[config.mk]
export PLATFORM = sky130hd
export DESIGN_NAME = query_string_decoder
export DESIGN_NICKNAME = d
export VERILOG_FILES = /design/src/hdl/qsd_pkg.sv /design/src/hdl/query_string_decoder.sv /design/src/hdl/qsd_core.sv /design/src/hdl/qsd_outq.sv
export SDC_FILE = /design/constraint.sdc
export NUM_CORES = 1
export LEC_CHECK = 0
export BUFFER_PORTS_ARGS = -buffer_cell sky130_fd_sc_hd__buf_2
export CORE_ASPECT_RATIO = 0.7
export CORE_MARGIN = 2
export CORE_UTILIZATION = 60
export DETAILED_ROUTE_END_ITERATION = 8
export PLACE_DENSITY = 0.79
export SYNTH_ARGS = -nofsm -noshare
export SYNTH_HDL_FRONTEND = slang
export SYNTH_SLANG_ARGS = --single-unit
[constraint.sdc]
create_clock -name clk -period 7 [get_ports clk]
set_input_delay 0.35 -clock clk [delete_from_list [all_inputs] [get_ports clk]]
set_output_delay 0.35 -clock clk [all_outputs]
set_load 0.02 [all_outputs]
[src/hdl/qsd_pkg.sv]
`timescale 1ns / 1ps
// ----------------------------------------------------------------------------
// qsd_pkg
// Shared types, character codes and helpers for the query string decoder.
// ----------------------------------------------------------------------------
package qsd_pkg;

  localparam int unsigned QSD_FIFO_DEPTH = 4;

  localparam logic [7:0] CH_EQUAL   = 8'h3D;
  localparam logic [7:0] CH_AMP     = 8'h26;
  localparam logic [7:0] CH_PLUS    = 8'h2B;
  localparam logic [7:0] CH_PERCENT = 8'h25;
  localparam logic [7:0] CH_SPACE   = 8'h20;

  typedef enum logic [2:0] {
    KIND_KEY_BYTE   = 3'd0,
    KIND_KEY_END    = 3'd1,
    KIND_VALUE_BYTE = 3'd2,
    KIND_PAIR_END   = 3'd3,
    KIND_KEY_DROP   = 3'd4
  } kind_t;

  typedef enum logic [1:0] {
    PH_KEY   = 2'd0,
    PH_VALUE = 2'd1,
    PH_ESC1  = 2'd2,
    PH_ESC2  = 2'd3
  } phase_t;

  typedef struct packed {
    logic [7:0] data;
    kind_t      kind;
    logic       malformed;
    logic       last;
  } result_t;

  typedef struct packed {
    logic [1:0] count;
    result_t    res0;
    result_t    res1;
  } push_t;

  // {is_hex, nibble}
  function automatic logic [4:0] hex_digit(input logic [7:0] c);
    logic [7:0] d;
    logic [4:0] r;
    d = 8'h00;
    r = 5'h00;
    if (c >= 8'h30 && c <= 8'h39) begin
      d = c - 8'h30;
      r = {1'b1, d[3:0]};
    end else if (c >= 8'h61 && c <= 8'h66) begin
      d = c - 8'h57;
      r = {1'b1, d[3:0]};
    end else if (c >= 8'h41 && c <= 8'h46) begin
      d = c - 8'h37;
      r = {1'b1, d[3:0]};
    end
    return r;
  endfunction

  function automatic result_t mk_result(input logic [7:0] data, input kind_t kind,
                                        input logic malformed);
    result_t r;
    r.data      = data;
    r.kind      = kind;
    r.malformed = malformed;
    r.last      = 1'b0;
    return r;
  endfunction

endpackage

[src/hdl/query_string_decoder.sv]
`timescale 1ns / 1ps
// ----------------------------------------------------------------------------
// query_string_decoder
// Form-urlencoded query string decoder: one byte in, tagged key/value
// bytes out.
//
//   channel | direction | signals
//   in_     | input     | in_valid, in_ready, in_byte, in_last
//   out_    | output    | out_valid, out_ready, out_byte, out_kind,
//           |           | out_malformed, out_last
//
// One byte per cycle is accepted while in_ready is high; a byte is held in
// the input register until two queue slots are free, and its results are then
// written to the queue; out_valid is high while the queue holds a result.
// Bytes giving two results fill the queue faster than it drains; in_ready
// drops while the input register holds a byte and fewer than two queue slots
// are free (FifoDepth sets this).
// Synchronous active-low reset returns the decoder to the key phase and
// empties the queue.
// ----------------------------------------------------------------------------
module query_string_decoder #(
  parameter int unsigned FifoDepth = qsd_pkg::QSD_FIFO_DEPTH
) (
  input  logic       clk,
  input  logic       rst_n,
  input  logic       in_valid,
  output logic       in_ready,
  input  logic [7:0] in_byte,
  input  logic       in_last,
  output logic       out_valid,
  input  logic       out_ready,
  output logic [7:0] out_byte,
  output logic [2:0] out_kind,
  output logic       out_malformed,
  output logic       out_last
);
  import qsd_pkg::*;

  push_t push;
  logic  space;

  qsd_core u_core (
    .clk      (clk),
    .rst_n    (rst_n),
    .in_valid (in_valid),
    .in_ready (in_ready),
    .in_byte  (in_byte),
    .in_last  (in_last),
    .space    (space),
    .push     (push)
  );

  qsd_outq #(
    .Depth (FifoDepth)
  ) u_outq (
    .clk           (clk),
    .rst_n         (rst_n),
    .push          (push),
    .space         (space),
    .out_valid     (out_valid),
    .out_ready     (out_ready),
    .out_byte      (out_byte),
    .out_kind      (out_kind),
    .out_malformed (out_malformed),
    .out_last      (out_last)
  );

endmodule

[src/hdl/qsd_core.sv]
`timescale 1ns / 1ps
// ----------------------------------------------------------------------------
// qsd_core
// Input register, decode state and the single-pass decode step. Each byte
// yields zero, one or two results handed to the output queue.
// ----------------------------------------------------------------------------
module qsd_core (
  input  logic           clk,
  input  logic           rst_n,
  input  logic           in_valid,
  output logic           in_ready,
  input  logic [7:0]     in_byte,
  input  logic           in_last,
  input  logic           space,
  output qsd_pkg::push_t push
);
  import qsd_pkg::*;

  logic       s1_valid_r, s1_valid_nxt;
  logic [7:0] s1_byte_r;
  logic       s1_last_r;
  logic       s1_fire;

  phase_t     phase_r, phase_nxt;
  logic [7:0] acc_r, acc_nxt;
  logic       seen_r, seen_nxt;
  logic       broken_r, broken_nxt;

  logic [4:0] hx;
  logic [7:0] tk_acc;
  logic       tk_seen;
  logic       tk_broken;
  result_t    esc_cur;
  result_t    esc_tk;
  result_t    r0, r1;
  logic [1:0] n;

  assign s1_fire  = s1_valid_r && space;
  assign in_ready = !s1_valid_r || space;

  always_comb begin
    s1_valid_nxt = s1_valid_r;
    if (in_valid && in_ready) begin
      s1_valid_nxt = 1'b1;
    end else if (s1_fire) begin
      s1_valid_nxt = 1'b0;
    end
  end

  always_ff @(posedge clk) begin
    if (!rst_n) begin
      s1_valid_r <= 1'b0;
    end else begin
      s1_valid_r <= s1_valid_nxt;
    end
    if (in_valid && in_ready) begin
      s1_byte_r <= in_byte;
      s1_last_r <= in_last;
    end
  end

  // escape digit intake
  always_comb begin
    hx        = hex_digit(s1_byte_r);
    tk_acc    = acc_r;
    tk_seen   = seen_r;
    tk_broken = broken_r;
    if (!broken_r) begin
      if (hx[4]) begin
        tk_acc  = {acc_r[3:0], hx[3:0]};
        tk_seen = 1'b1;
      end else begin
        tk_broken = 1'b1;
      end
    end
    esc_cur = mk_result(seen_r ? acc_r : 8'h00, KIND_VALUE_BYTE, !seen_r);
    esc_tk  = mk_result(tk_seen ? tk_acc : 8'h00, KIND_VALUE_BYTE, !tk_seen);
  end

  always_comb begin
    phase_nxt  = phase_r;
    acc_nxt    = acc_r;
    seen_nxt   = seen_r;
    broken_nxt = broken_r;
    r0 = mk_result(8'h00, KIND_PAIR_END, 1'b0);
    r1 = mk_result(8'h00, KIND_PAIR_END, 1'b0);
    n  = 2'd0;
    unique case (phase_r)
      PH_KEY: begin
        if (s1_byte_r == CH_EQUAL) begin
          r0 = mk_result(8'h00, KIND_KEY_END, 1'b0);
          phase_nxt = PH_VALUE;
        end else begin
          r0 = mk_result(s1_byte_r, KIND_KEY_BYTE, 1'b0);
          r1 = mk_result(8'h00, KIND_KEY_DROP, 1'b0);
        end
        n = s1_last_r ? 2'd2 : 2'd1;
      end
      PH_VALUE: begin
        if (s1_byte_r == CH_AMP) begin
          n = 2'd1;
          phase_nxt = PH_KEY;
        end else if (s1_byte_r == CH_PERCENT) begin
          acc_nxt    = 8'h00;
          seen_nxt   = 1'b0;
          broken_nxt = 1'b0;
          phase_nxt  = PH_ESC1;
          r0 = mk_result(8'h00, KIND_VALUE_BYTE, 1'b1);
          n  = s1_last_r ? 2'd2 : 2'd0;
        end else begin
          r0 = mk_result((s1_byte_r == CH_PLUS) ? CH_SPACE : s1_byte_r,
                         KIND_VALUE_BYTE, 1'b0);
          n  = s1_last_r ? 2'd2 : 2'd1;
        end
      end
      PH_ESC1, PH_ESC2: begin
        if (s1_byte_r == CH_AMP) begin
          r0 = esc_cur;
          n  = 2'd2;
          acc_nxt    = 8'h00;
          seen_nxt   = 1'b0;
          broken_nxt = 1'b0;
          phase_nxt  = PH_KEY;
        end else if (phase_r == PH_ESC1 && !s1_last_r) begin
          acc_nxt    = tk_acc;
          seen_nxt   = tk_seen;
          broken_nxt = tk_broken;
          phase_nxt  = PH_ESC2;
        end else begin
          r0 = esc_tk;
          n  = s1_last_r ? 2'd2 : 2'd1;
          acc_nxt    = 8'h00;
          seen_nxt   = 1'b0;
          broken_nxt = 1'b0;
          phase_nxt  = PH_VALUE;
        end
      end
      default: begin
        phase_nxt = PH_KEY;
      end
    endcase
    if (s1_last_r) begin
      phase_nxt  = PH_KEY;
      acc_nxt    = 8'h00;
      seen_nxt   = 1'b0;
      broken_nxt = 1'b0;
    end
    r0.last = (n == 2'd1);
    r1.last = 1'b1;
  end

  always_ff @(posedge clk) begin
    if (!rst_n) begin
      phase_r  <= PH_KEY;
      acc_r    <= 8'h00;
      seen_r   <= 1'b0;
      broken_r <= 1'b0;
    end else if (s1_fire) begin
      phase_r  <= phase_nxt;
      acc_r    <= acc_nxt;
      seen_r   <= seen_nxt;
      broken_r <= broken_nxt;
    end
  end

  assign push.count = s1_fire ? n : 2'd0;
  assign push.res0  = r0;
  assign push.res1  = r1;

endmodule

[src/hdl/qsd_outq.sv]
`timescale 1ns / 1ps
// ----------------------------------------------------------------------------
// qsd_outq
// Result queue: takes up to two results per cycle, presents one per cycle.
// ----------------------------------------------------------------------------
module qsd_outq #(
  parameter int unsigned Depth = qsd_pkg::QSD_FIFO_DEPTH
) (
  input  logic           clk,
  input  logic           rst_n,
  input  qsd_pkg::push_t push,
  output logic           space,
  output logic           out_valid,
  input  logic           out_ready,
  output logic [7:0]     out_byte,
  output logic [2:0]     out_kind,
  output logic           out_malformed,
  output logic           out_last
);
  import qsd_pkg::*;

  localparam int unsigned PtrW = (Depth > 1) ? $clog2(Depth) : 1;
  localparam int unsigned CntW = $clog2(Depth + 1);

  result_t             mem [Depth];
  logic [PtrW-1:0]     wr_ptr_r, wr_ptr_nxt;
  logic [PtrW-1:0]     rd_ptr_r, rd_ptr_nxt;
  logic [CntW-1:0]     cnt_r, cnt_nxt;
  logic [PtrW-1:0]     wr_ptr_1;
  logic                pop;
  result_t             head;

  function automatic logic [PtrW-1:0] ptr_inc(input logic [PtrW-1:0] p);
    return (p == PtrW'(Depth - 1)) ? '0 : p + PtrW'(1);
  endfunction

  assign wr_ptr_1 = ptr_inc(wr_ptr_r);
  assign pop      = out_valid && out_ready;
  assign space    = cnt_r <= CntW'(Depth - 2);

  always_comb begin
    wr_ptr_nxt = wr_ptr_r;
    case (push.count)
      2'd1:    wr_ptr_nxt = wr_ptr_1;
      2'd2:    wr_ptr_nxt = ptr_inc(wr_ptr_1);
      default: wr_ptr_nxt = wr_ptr_r;
    endcase
    rd_ptr_nxt = pop ? ptr_inc(rd_ptr_r) : rd_ptr_r;
    cnt_nxt    = cnt_r + CntW'(push.count) - CntW'(pop);
  end

  always_ff @(posedge clk) begin
    if (!rst_n) begin
      wr_ptr_r <= '0;
      rd_ptr_r <= '0;
      cnt_r    <= '0;
    end else begin
      wr_ptr_r <= wr_ptr_nxt;
      rd_ptr_r <= rd_ptr_nxt;
      cnt_r    <= cnt_nxt;
    end
  end

  always_ff @(posedge clk) begin
    if (push.count != 2'd0) begin
      mem[wr_ptr_r] <= push.res0;
    end
    if (push.count == 2'd2) begin
      mem[wr_ptr_1] <= push.res1;
    end
  end

  assign head          = mem[rd_ptr_r];
  assign out_valid     = cnt_r != '0;
  assign out_byte      = head.data;
  assign out_kind      = head.kind;
  assign out_malformed = head.malformed;
  assign out_last      = head.last;

endmodule

==> flow_summary.json, run 1 <==
{
  "fin_area_um2": 4550,
  "period_share_pct": 56.7,
  "dp_slack_ns": 3.15,
  "setup_viol": 0,
  "drive_gt1_share_pct": 17.2,
  "area.sequential_um2": 1870,
  "swShare_pct": 35.4,
  "seq_power_share_pct": 46.8,
  "hold_slack_ns": 0.150,
  "ctsHoldBuffers": 0,
  "vias": 3389,
  "use_met2_pct": 42.1,
  "comb_power_share_pct": 32.5,
  "worst_ep_required_time_ns": 7.30,
  "ys_ff_latch": 83,
  "grt_pass1_vias": 3155,
  "htree_levels": 3,
  "avgViaCountPerCell": 6.31,
  "slew_headroom_pct": 7.35,
  "dieWidth_um": 104,
  "end_kind": "flop",
  "multi_input_area_um2": 2190,
  "fin_tns_setup_ns": 0,
  "drt-wirelength-per-cell_um": 18.1,
  "met1_usage_pct": 35.9,
  "ant_nets": 0,
  "maxCapViolations": 0,
  "grt_pass1_wl_um": 15900,
  "p_clk_share_pct": 20.8,
  "postCtsSetupBuffers": 0,
  "start_util_pct": 62.5,
  "drt_iter0_drc": 429,
  "hp-class": "in -> reg",
  "power.switching_uw": 555,
  "syn-instance-count": 426,
  "num_io_pins": 28,
  "cts_made_buffers": 9,
  "grt_util_met3_pct": 7.45,
  "skew_ns": 0.0120,
  "place.port_buffers": 27,
  "drc_errors": 0,
  "grtUsageTotal_pct": 26.5,
  "rsz0062_at_grt": "false",
  "cp_max_fo": 19,
  "avgSynthCellArea_um2": 9.96,
  "hpwl_um": 6760,
  "area_growth_pct": 7.37,
  "num_antenna_cells": 0,
  "final.min_clock_period_ns": 3.97,
  "drv_slew": 0,
  "antenna_found_initial": 0,
  "syn-cell-area_um2": 4240,
  "worst_slew_pin_slew_ns": 1.39,
  "yosys_warnings": 0,
  "dpl_cell_area_um2": 4370,
  "synth_cell_types": 67,
  "path_clk_slew_ns": 0.09,
  "setup.worst_path.start_class": "flop",
  "status": "finished clean",
  "postLayoutCoreUtil_pct": 67.1,
  "cts_sinks": 83,
  "synth_edf_count": 21,
  "clk_path_buf_depth": 2,
  "overflow": 0,
  "max-vdd-ir-drop_v": 0.000219,
  "cts-resized-gates": 0,
  "power_leakage_uw": 0.00170,
  "row_count": 25,
  "coreArea_um2": 6790,
  "fin_ws_ns": 3.03,
  "gp_congestion": 0.908,
  "clkLatencyLatePin_ns": 0.37,
  "wl_um": 9750,
  "hold_viol_final": 0,
  "yosysSeqAreaShare_pct": 44.1,
  "dr.pass1.iters": 6,
  "die_h_um": 74.3,
  "final_net_count": 469,
  "p_per_area_nw_per_um2": 344,
  "nFillCells": 571,
  "synth_ff_type": "dfxtp_1",
  "die_area_um2": 7770,
  "critPathKind": "reg -> reg",
  "synthArstFlopShare_pct": 0,
  "intPower_uw": 1010,
  "clock.fmax_mhz": 252,
  "cts.root.buffer_cell": "clkbuf_8",
  "grt_start_max_net_pins": 20,
  "grt_busiest_layer": "met2",
  "critical_path_arrival_ns": 4.27,
  "cts_tree": "built",
  "syn_nets": 457
}
power by group through the flow:
stage | Clock (uW) | Combinational [uW] | Sequential, uW
after global routing | 349 | 564 | 750
after detailed placement | 0 | 509 | 741
after floorplan | 0 | 416 | 694
final | 325 | 509 | 733
after global placement | 0 | 489 | 733
after CTS | 330 | 511 | 733
worst paths after layout:
| path | endpoint | slack [ns] | startpoint | depth (start not counted) |
|---|---|---|---|---|
| setup / recovery | u_outq.mem[3][8] | 3.03 | u_core.s1_byte_r[0] | 9 |
| hold / removal | u_core.s1_byte_r[1] | 0.15 | in_byte[1] | 1 |
| setup reg to reg | u_outq.mem[3][8] | 3.03 | u_core.s1_byte_r[0] | 9 |
| hold reg to reg | u_core.acc_r[7] | 0.47 | u_core.acc_r[7] | 1 |
worst max-delay path, cell delays in order (launching register included):
cell,delay [ns]
edfxtp_1,0.50
inv_1,0.21
ha_1,0.31
nand4_1,0.34
o22ai_1,0.50
nand3_1,0.20
ha_1,0.31
nor2b_1,1.07
o21ai_0,0.27
a21oi_1,0.17
sequential cells by signal, indices dropped and copies added (netlist names), named ones only:
name / cells
u_core.s1_valid_r: 1
u_core.seen_r: 1
u_outq.cnt_r: 3
u_core.phase_r: 2
u_outq.mem: 52
u_core.broken_r: 1
u_outq.rd_ptr_r: 2
u_core.acc_r: 8
u_core.s1_last_r: 1
u_core.s1_byte_r: 8
u_outq.wr_ptr_r: 2
Yosys cell counts, drive strengths merged, types with 2 or more instances:
master	instances	area share (%)
a211oi	2	0.77
a21boi	4	0.80
a21oi	53	7.0
a221oi	4	1.3
a22o	5	1.0
a22oi	2	0.35
and2	8	1.2
buf	8	1.3
clkbuf	18	1.6
dfxtp	62	29
edfxtp	21	15
ha	17	5.0
inv	16	1.4
mux2i	2	0.47
mux4	13	6.9
nand2	28	2.5
nand2b	6	0.89
nand3	12	1.4
nand4	3	0.44
nor2	21	2.0
nor2b	9	1.3
nor3	11	1.7
nor3b	4	0.97
o2111ai	5	1.0
o21ai	59	7.0
o21bai	2	0.44
o2bb2ai	3	0.62
xnor2	2	0.41
xor2	2	0.41
through the flow:
stage | instances | power (uW)
floorplan | 426 | 1110
global placement | 521 | 1220
detailed placement | 521 | 1250
CTS | 537 | 1570
global route | 537 | 1660
finish | 537 | 1570
kinds of logic after synthesis:
group	count (synthesis)	synth area share [%]
AO/OA/AOI/OAI	152	23.5
AND/OR/NAND/NOR	112	14.4
flip-flops	83	44.1
buffers and inverters	42	4.34
adder cells (fa/ha/maj)	18	5.49
multiplexers	15	7.37
XOR/XNOR	4	0.826
area by class of cell:
| type | count | area share (%) |
|---|---|---|
| Clock buffer | 10 | 3.02 |
| Clock inverter | 6 | 1.02 |
| Inverter | 16 | 1.32 |
| Multi-Input combinational cell | 301 | 48.0 |
| Sequential cell | 83 | 41.1 |
| Tap cell | 94 | 2.58 |
| Timing Repair Buffer | 27 | 2.97 |
metal layers:
layer,routed length [um],vias up
met5,0,-
met4,152,0
met3,715,21
met2,4370,136
met1,4510,1632
li1,-,1600
cell usage in the layout, fill, tap and decap left out, types with 13 or more instances in the layout:
| master | n |
|---|---|
| o21ai_0 | 58 |
| nor2_1 | 20 |
| buf_2 | 27 |
| dfxtp_1 | 62 |
| edfxtp_1 | 21 |
| ha_1 | 17 |
| mux4_2 | 13 |
| nand2_1 | 28 |
| inv_1 | 16 |
| a21oi_1 | 47 |
(Power assumes the default switching activity.)
==> run 2, diff against run 1 <==
--- a/config.mk
+++ b/config.mk
@@ -8,9 +8,9 @@
 export BUFFER_PORTS_ARGS = -buffer_cell sky130_fd_sc_hd__buf_2
 export CORE_ASPECT_RATIO = 0.7
 export CORE_MARGIN = 2
-export CORE_UTILIZATION = 60
+export CORE_UTILIZATION = 55
 export DETAILED_ROUTE_END_ITERATION = 8
-export PLACE_DENSITY = 0.79
+export PLACE_DENSITY = 0.76
 export SYNTH_ARGS = -nofsm -noshare
 export SYNTH_HDL_FRONTEND = slang
 export SYNTH_SLANG_ARGS = --single-unit
==> constraint.sdc (replaced) <==
create_clock -name clk -period 3.2 [get_ports clk]
set_input_delay 0.16 -clock clk [delete_from_list [all_inputs] [get_ports clk]]
set_output_delay 0.16 -clock clk [all_outputs]
set_load 0.02 [all_outputs]
==> run 2 against run 1 <==
Compared with the run above:
- sequential share of layout area down 1.8 points
- first-iteration DRC count decreased by 40%
- global-route usage fell by 1.5 points
- cell count up 5.0%
- critical path type unchanged
- critical endpoint is now u_outq.cnt_r[2]
- highest routed layer unchanged
==> flow_summary.json, run 2 (same netlist as run 1, synthesis figures left out) <==
{
  "die_area_um2": 8440,
  "hp-class": "in -> reg",
  "hpwl_um": 6950,
  "dp_slack_ns": 0.390,
  "crit_start": "u_core.s1_byte_r[0]",
  "min_from": "in_valid",
  "worst_ep_required_time_ns": 3.46,
  "critical_path_arrival_ns": 3.15,
  "fin_tns_setup_ns": 0,
  "top_register": "u_outq.mem",
  "hold_viol_final": 0,
  "num_io_pins": 28,
  "p_per_area_nw_per_um2": 733,
  "vias": 3463,
  "drive_gt1_share_pct": 19.3,
  "rsz0062_at_grt": "false",
  "power_leakage_uw": 0.00181,
  "row_count": 26,
  "clkLatencyLatePin_ns": 0.37,
  "end_kind": "flop",
  "area_growth_pct": 12.3,
  "cts_made_buffers": 9,
  "critPathKind": "reg -> reg",
  "dieWidth_um": 109,
  "place.port_buffers": 27,
  "status": "finished clean",
  "max_stage_delay_ns": 0.49,
  "clk_path_buf_depth": 2,
  "path_cells": "inv_1 > ha_1 > and4_1 > nand2_1 > a21o_1 > ha_1 > fa_1 > xor2_1 > xnor2_1 > and2_1",
  "grt_start_max_net_pins": 20,
  "drt_iter0_drc": 257,
  "final_common_cell": "dfxtp_1",
  "coreArea_um2": 7380,
  "num_antenna_cells": 0,
  "clock.fmax_mhz": 347,
  "slew_headroom_pct": 39.8,
  "setup_viol": 0,
  "final_net_count": 492,
  "maxCapViolations": 0,
  "worstReg2RegStart": "u_core.s1_byte_r[0]",
  "avgViaCountPerCell": 6.14,
  "postCtsSetupBuffers": 0,
  "drv_slew": 0,
  "cpMostUsedCell": "ha_1",
  "path_clk_slew_ns": 0.08,
  "drt-wirelength-per-cell_um": 17.5,
  "cts.root.buffer_cell": "clkbuf_8",
  "wl_um": 9880,
  "cts_tree": "built",
  "overflow": 0,
  "critPathSlowestCell": "edfxtp_1",
  "gp_congestion": 0.917,
  "worst_slew_pin_slew_ns": 0.902,
  "final.min_clock_period_ns": 2.88,
  "drc_errors": 0,
  "grtUsageTotal_pct": 25.1,
  "grt_pass1_vias": 3269,
  "die_h_um": 77.5,
  "mostFrequentLayoutCells": "dfxtp_1 (62), o21ai_0 (58), a21oi_1 (47)",
  "dr.pass1.iters": 5,
  "cp_max_fo": 7,
  "cts_sinks": 83,
  "grt_pass1_wl_um": 16200,
  "cts-resized-gates": 0,
  "start_util_pct": 57.4,
  "max-vdd-ir-drop_v": 0.000441,
  "period_share_pct": 90.1,
  "ant_nets": 0,
  "largest_register_ffs": 52,
  "antenna_found_initial": 0,
  "skew_ns": 0.00879,
  "fin_ws_ns": 0.318,
  "setup.worst_path.start_class": "flop",
  "htree_levels": 3,
  "largestRegisters": "u_outq.mem: 52 flops, u_core.acc_r: 8 flops, u_core.s1_byte_r: 8 flops",
  "nFillCells": 610
}
run 2: cell count changes in the layout (fill, tap and decap cells not counted), sizes merged:
cell         change
buf             +14
clkinv           +2
dlygate4sd3      +9
inv              -2
run 2: timing repair:
action	CTS	global route
hold endpoints to repair	9	0
hold buffers	9	0
setup endpoints to repair	0	0
run 2: final cells by class:
class                           count  area, um^2  share of cell area (%)
Clock inverter                      6        45.0                   0.945
Tap cell                           98         123                    2.57
Sequential cell                    83        1870                    39.3
Multi-Input combinational cell    301        2190                    45.9
Clock buffer                       10         149                    3.13
Timing Repair Buffer               50         330                    6.93
Inverter                           16        60.1                    1.26
run 2: power breakdown:
part,internal [uW],total [uW],switching [uW]
clock network,334,734,400
registers,1390,1600,216
logic,536,1160,619
run 2: path summary, 6_finish.rpt:
kind / slack, ns / cells past startpoint / to
worst max-delay path: 0.32 / 10 / u_outq.cnt_r[2]
worst min-delay path: 0.04 / 3 / u_core.s1_valid_r
worst max register to register: 0.32 / 10 / u_outq.cnt_r[2]
worst min register to register: 0.49 / 1 / u_core.acc_r[7]
run 2: critical path, delay by kind of cell (launching register included):
family	cells	cell delay, ns
AOI/OAI and AO/OA	1	0.21
and+or+nand+nor	3	0.52
adders and majority gates	3	1.06
buffers and inverters	1	0.20
DFF	1	0.49
xor gates and xnor gates	2	0.28
run 2: routing by layer:
metal	part of all wire, %	wire [um]	GRT usage, %	vias up
li1	-	-	-	1638
met1	47	4670	34.4	1656
met2	44	4390	37.3	139
met3	5.6	549	5.97	30
met4	2.7	270	11.8	0
met5	0	0	0	-
run 2: per-stage QoR:
step	area, um^2	power [uW]	instances	hold slack (ns)	utilization (%)
6_report	4760	3490	564	0.0369	64.5
5_1_grt	4760	3720	564	0.0632	64.5
4_1_cts	4760	3500	564	0.0266	64.5
3_5_place_dp	4480	2760	539	0.338	60.7
3_3_place_gp	4480	2690	539	0.336	60.7
2_1_floorplan	4240	2430	426	0.259	-
==> run 3, diff against run 2 <==
--- a/config.mk
+++ b/config.mk
@@ -5,6 +5,7 @@
 export SDC_FILE = /design/constraint.sdc
 export NUM_CORES = 1
 export LEC_CHECK = 0
+export ABC_AREA = 1
 export BUFFER_PORTS_ARGS = -buffer_cell sky130_fd_sc_hd__buf_2
 export CORE_ASPECT_RATIO = 0.7
 export CORE_MARGIN = 2
==> run 3 against run 2 <==
Compared with the run above:
- synthesized cell count grew 38%
- total power is 12% higher
- worst setup slack got worse by 0.035 ns
- non-clock buffer count down 6
- final area is 4.3% higher
- highest routed layer unchanged
- sequential cell count is the same
- cell count is 31% higher
- critical endpoint is now u_outq.mem[3][0]
- maximum frequency down 1.2%
- via count up 15%
- largest cell class unchanged
- clock skew down 0.0041 ns
- critical path depth up 4
==> flow_summary.json, run 3 <==
{
  "cts_sinks": 83,
  "rsz0062_at_grt": "false",
  "wl_um": 10700,
  "ant_nets": 0,
  "status": "finished clean",
  "final_cells": 738,
  "synth_most_common_cell": "nand2_1",
  "die_h_um": 78.4,
  "postLayoutCoreUtil_pct": 64.0,
  "synth.top_cell.area_share_pct": 28.6,
  "place.port_buffers": 27,
  "final_common_cell": "nand2_1",
  "start_util_pct": 55.9,
  "yosysTopAreaCell": "dfxtp_1",
  "critical_path_arrival_ns": 3.15,
  "grtUsageTotal_pct": 27.0,
  "cts_made_buffers": 9,
  "overflow": 0,
  "critPathKind": "reg -> reg",
  "avgSynthCellArea_um2": 7.36,
  "setup_viol": 0,
  "dr.pass1.iters": 6,
  "final_net_count": 663,
  "drc_errors": 0,
  "end_kind": "flop",
  "final.min_clock_period_ns": 2.92,
  "cp_num_buf_inv": 5,
  "syn-cell-area_um2": 4340,
  "setup.worst_path.start_class": "flop",
  "path_clk_slew_ns": 0.06,
  "grt_start_max_net_pins": 27,
  "path_cells": "inv_1 > ha_1 > nand2_2 > nor2_4 > inv_2 > o21ai_0 > nand3_1 > ha_1 > nor2_1 > inv_1 > nor2_2 > inv_1 > o22ai_1 > inv_1",
  "drt_iter0_drc": 369,
  "area.sequential_um2": 1870,
  "synth_ff_type": "dfxtp_1",
  "coreArea_um2": 7770,
  "maxCapViolations": 0,
  "die_area_um2": 8640,
  "critical_path.top_delay_family": "simple AND/OR/NAND/NOR gates",
  "largestRegisters": "u_outq.mem: 52 flops, u_core.acc_r: 8 flops, u_core.s1_byte_r: 8 flops",
  "cts.root.buffer_cell": "clkbuf_16",
  "drt-wirelength-per-cell_um": 14.5,
  "hpwl_um": 7470,
  "ys_ff_latch": 83,
  "synthTopCellsByCount": "nand2_1 (206), dfxtp_1 (62), inv_1 (61), nor2_1 (51), o21ai_0 (43)",
  "num_antenna_cells": 0,
  "gp_congestion": 0.938,
  "critPathSlowestCell": "edfxtp_1",
  "clkLatencyLatePin_ns": 0.34,
  "largest_register_ffs": 52,
  "clk_path_buf_depth": 2,
  "skew_ns": 0.00466,
  "slew_headroom_pct": 46.9,
  "cpMostUsedCell": "inv_1",
  "fin_tns_setup_ns": 0,
  "power_leakage_uw": 0.00238,
  "dpl.cell_count": 713,
  "area_growth_pct": 14.4,
  "yosysSeqAreaShare_pct": 43.1,
  "drive_gt1_share_pct": 14.1,
  "grt_pass1_vias": 3681,
  "avgViaCountPerCell": 5.39,
  "num_io_pins": 28,
  "max-vdd-ir-drop_v": 0.000502,
  "synth.area.top_cells": "dfxtp_1 (29%), nand2_1 (18%), edfxtp_1 (15%), inv_1 (5.3%), o21ai_0 (5.0%)",
  "nFillCells": 707,
  "max_stage_delay_ns": 0.47,
  "yosys_warnings": 0,
  "grt_pass1_wl_um": 17800,
  "worst_slew_pin_slew_ns": 0.795,
  "dieWidth_um": 110,
  "mostFrequentLayoutCells": "nand2_1 (206), dfxtp_1 (62), inv_1 (61)",
  "row_count": 27,
  "cp_max_fo": 10,
  "synthArstFlopShare_pct": 0,
  "synth_cell_types": 39,
  "hold_viol_final": 0,
  "drv_slew": 0,
  "worst_ep_required_time_ns": 3.44,
  "hp-class": "in -> reg",
  "top_register": "u_outq.mem",
  "synth_edf_count": 21,
  "syn_nets": 621,
  "p_per_area_nw_per_um2": 790,
  "syn-instance-count": 590,
  "multi_input_area_um2": 2140,
  "antenna_found_initial": 0,
  "cts_tree": "built",
  "htree_levels": 3,
  "clock.fmax_mhz": 343,
  "period_share_pct": 91.1,
  "vias": 3980
}
run 3: layer usage:
layer,GRT usage (%),part of all wire [%],vias to the layer above
met5,0,0,-
met4,7.38,1.2,0
met3,7.48,7.7,13
met2,40.3,44,152
met1,38.3,47,1845
li1,-,-,1970
run 3: final timing paths:
path | start | to | slack, ns | cells after the start
max | u_core.s1_byte_r[0] | u_outq.mem[3][0] | 0.28 | 14
min | in_valid | u_core.s1_valid_r | 0.09 | 3
max reg2reg | u_core.s1_byte_r[0] | u_outq.mem[3][0] | 0.28 | 14
min reg2reg | u_outq.mem[1][10] | u_outq.mem[1][10] | 0.45 | 2
run 3: what timing repair did:
| action | in CTS | in global routing |
|---|---|---|
| setup endpoints to repair | 0 | 1 |
| resized for setup | 0 | 1 |
| hold buffers | 9 | 0 |
| setup buffers | 0 | 0 |
| hold endpoints to repair | 9 | 0 |
run 3: worst min-delay path: stages:
cell and delay [ns]:
buf_2 0.09, inv_1 0.07, a21oi_1 0.07
run 3: cell type report:
class,instances,share of cell area [%]
Timing Repair Buffer,44,5.74
Inverter,66,4.98
Multi-Input combinational cell,428,43.1
Tap cell,101,2.54
Clock inverter,6,1.33
Clock buffer,10,4.61
Sequential cell,83,37.7
run 3: through the flow:
| step | power (uW) | area [um^2] | setup slack (ns) | hold WS (ns) |
|---|---|---|---|---|
| after floorplan | 2490 | 4340 | 0.527 | 0.259 |
| after global placement | 2840 | 4580 | 0.466 | 0.336 |
| final | 3930 | 4970 | 0.283 | 0.0883 |
| after CTS | 3930 | 4960 | 0.318 | 0.0748 |
| after detailed placement | 2880 | 4580 | 0.356 | 0.339 |
| after global routing | 4190 | 4970 | 0.0593 | 0.0890 |
run 3: cell families after synthesis:
group                      synth area share [%]
AOI/OAI and AO/OA                          11.4
and+or+nand+nor                            31.8
DFF                                        43.1
adders and majority gates                  5.36
xor gates and xnor gates                  0.605
buffers and inverters                      7.69
run 3: power breakdown:
group          switching [uW]  internal [uW]
Combinational             881            478
Clock                     425            606
Sequential                172           1360
Total                    1480           2450
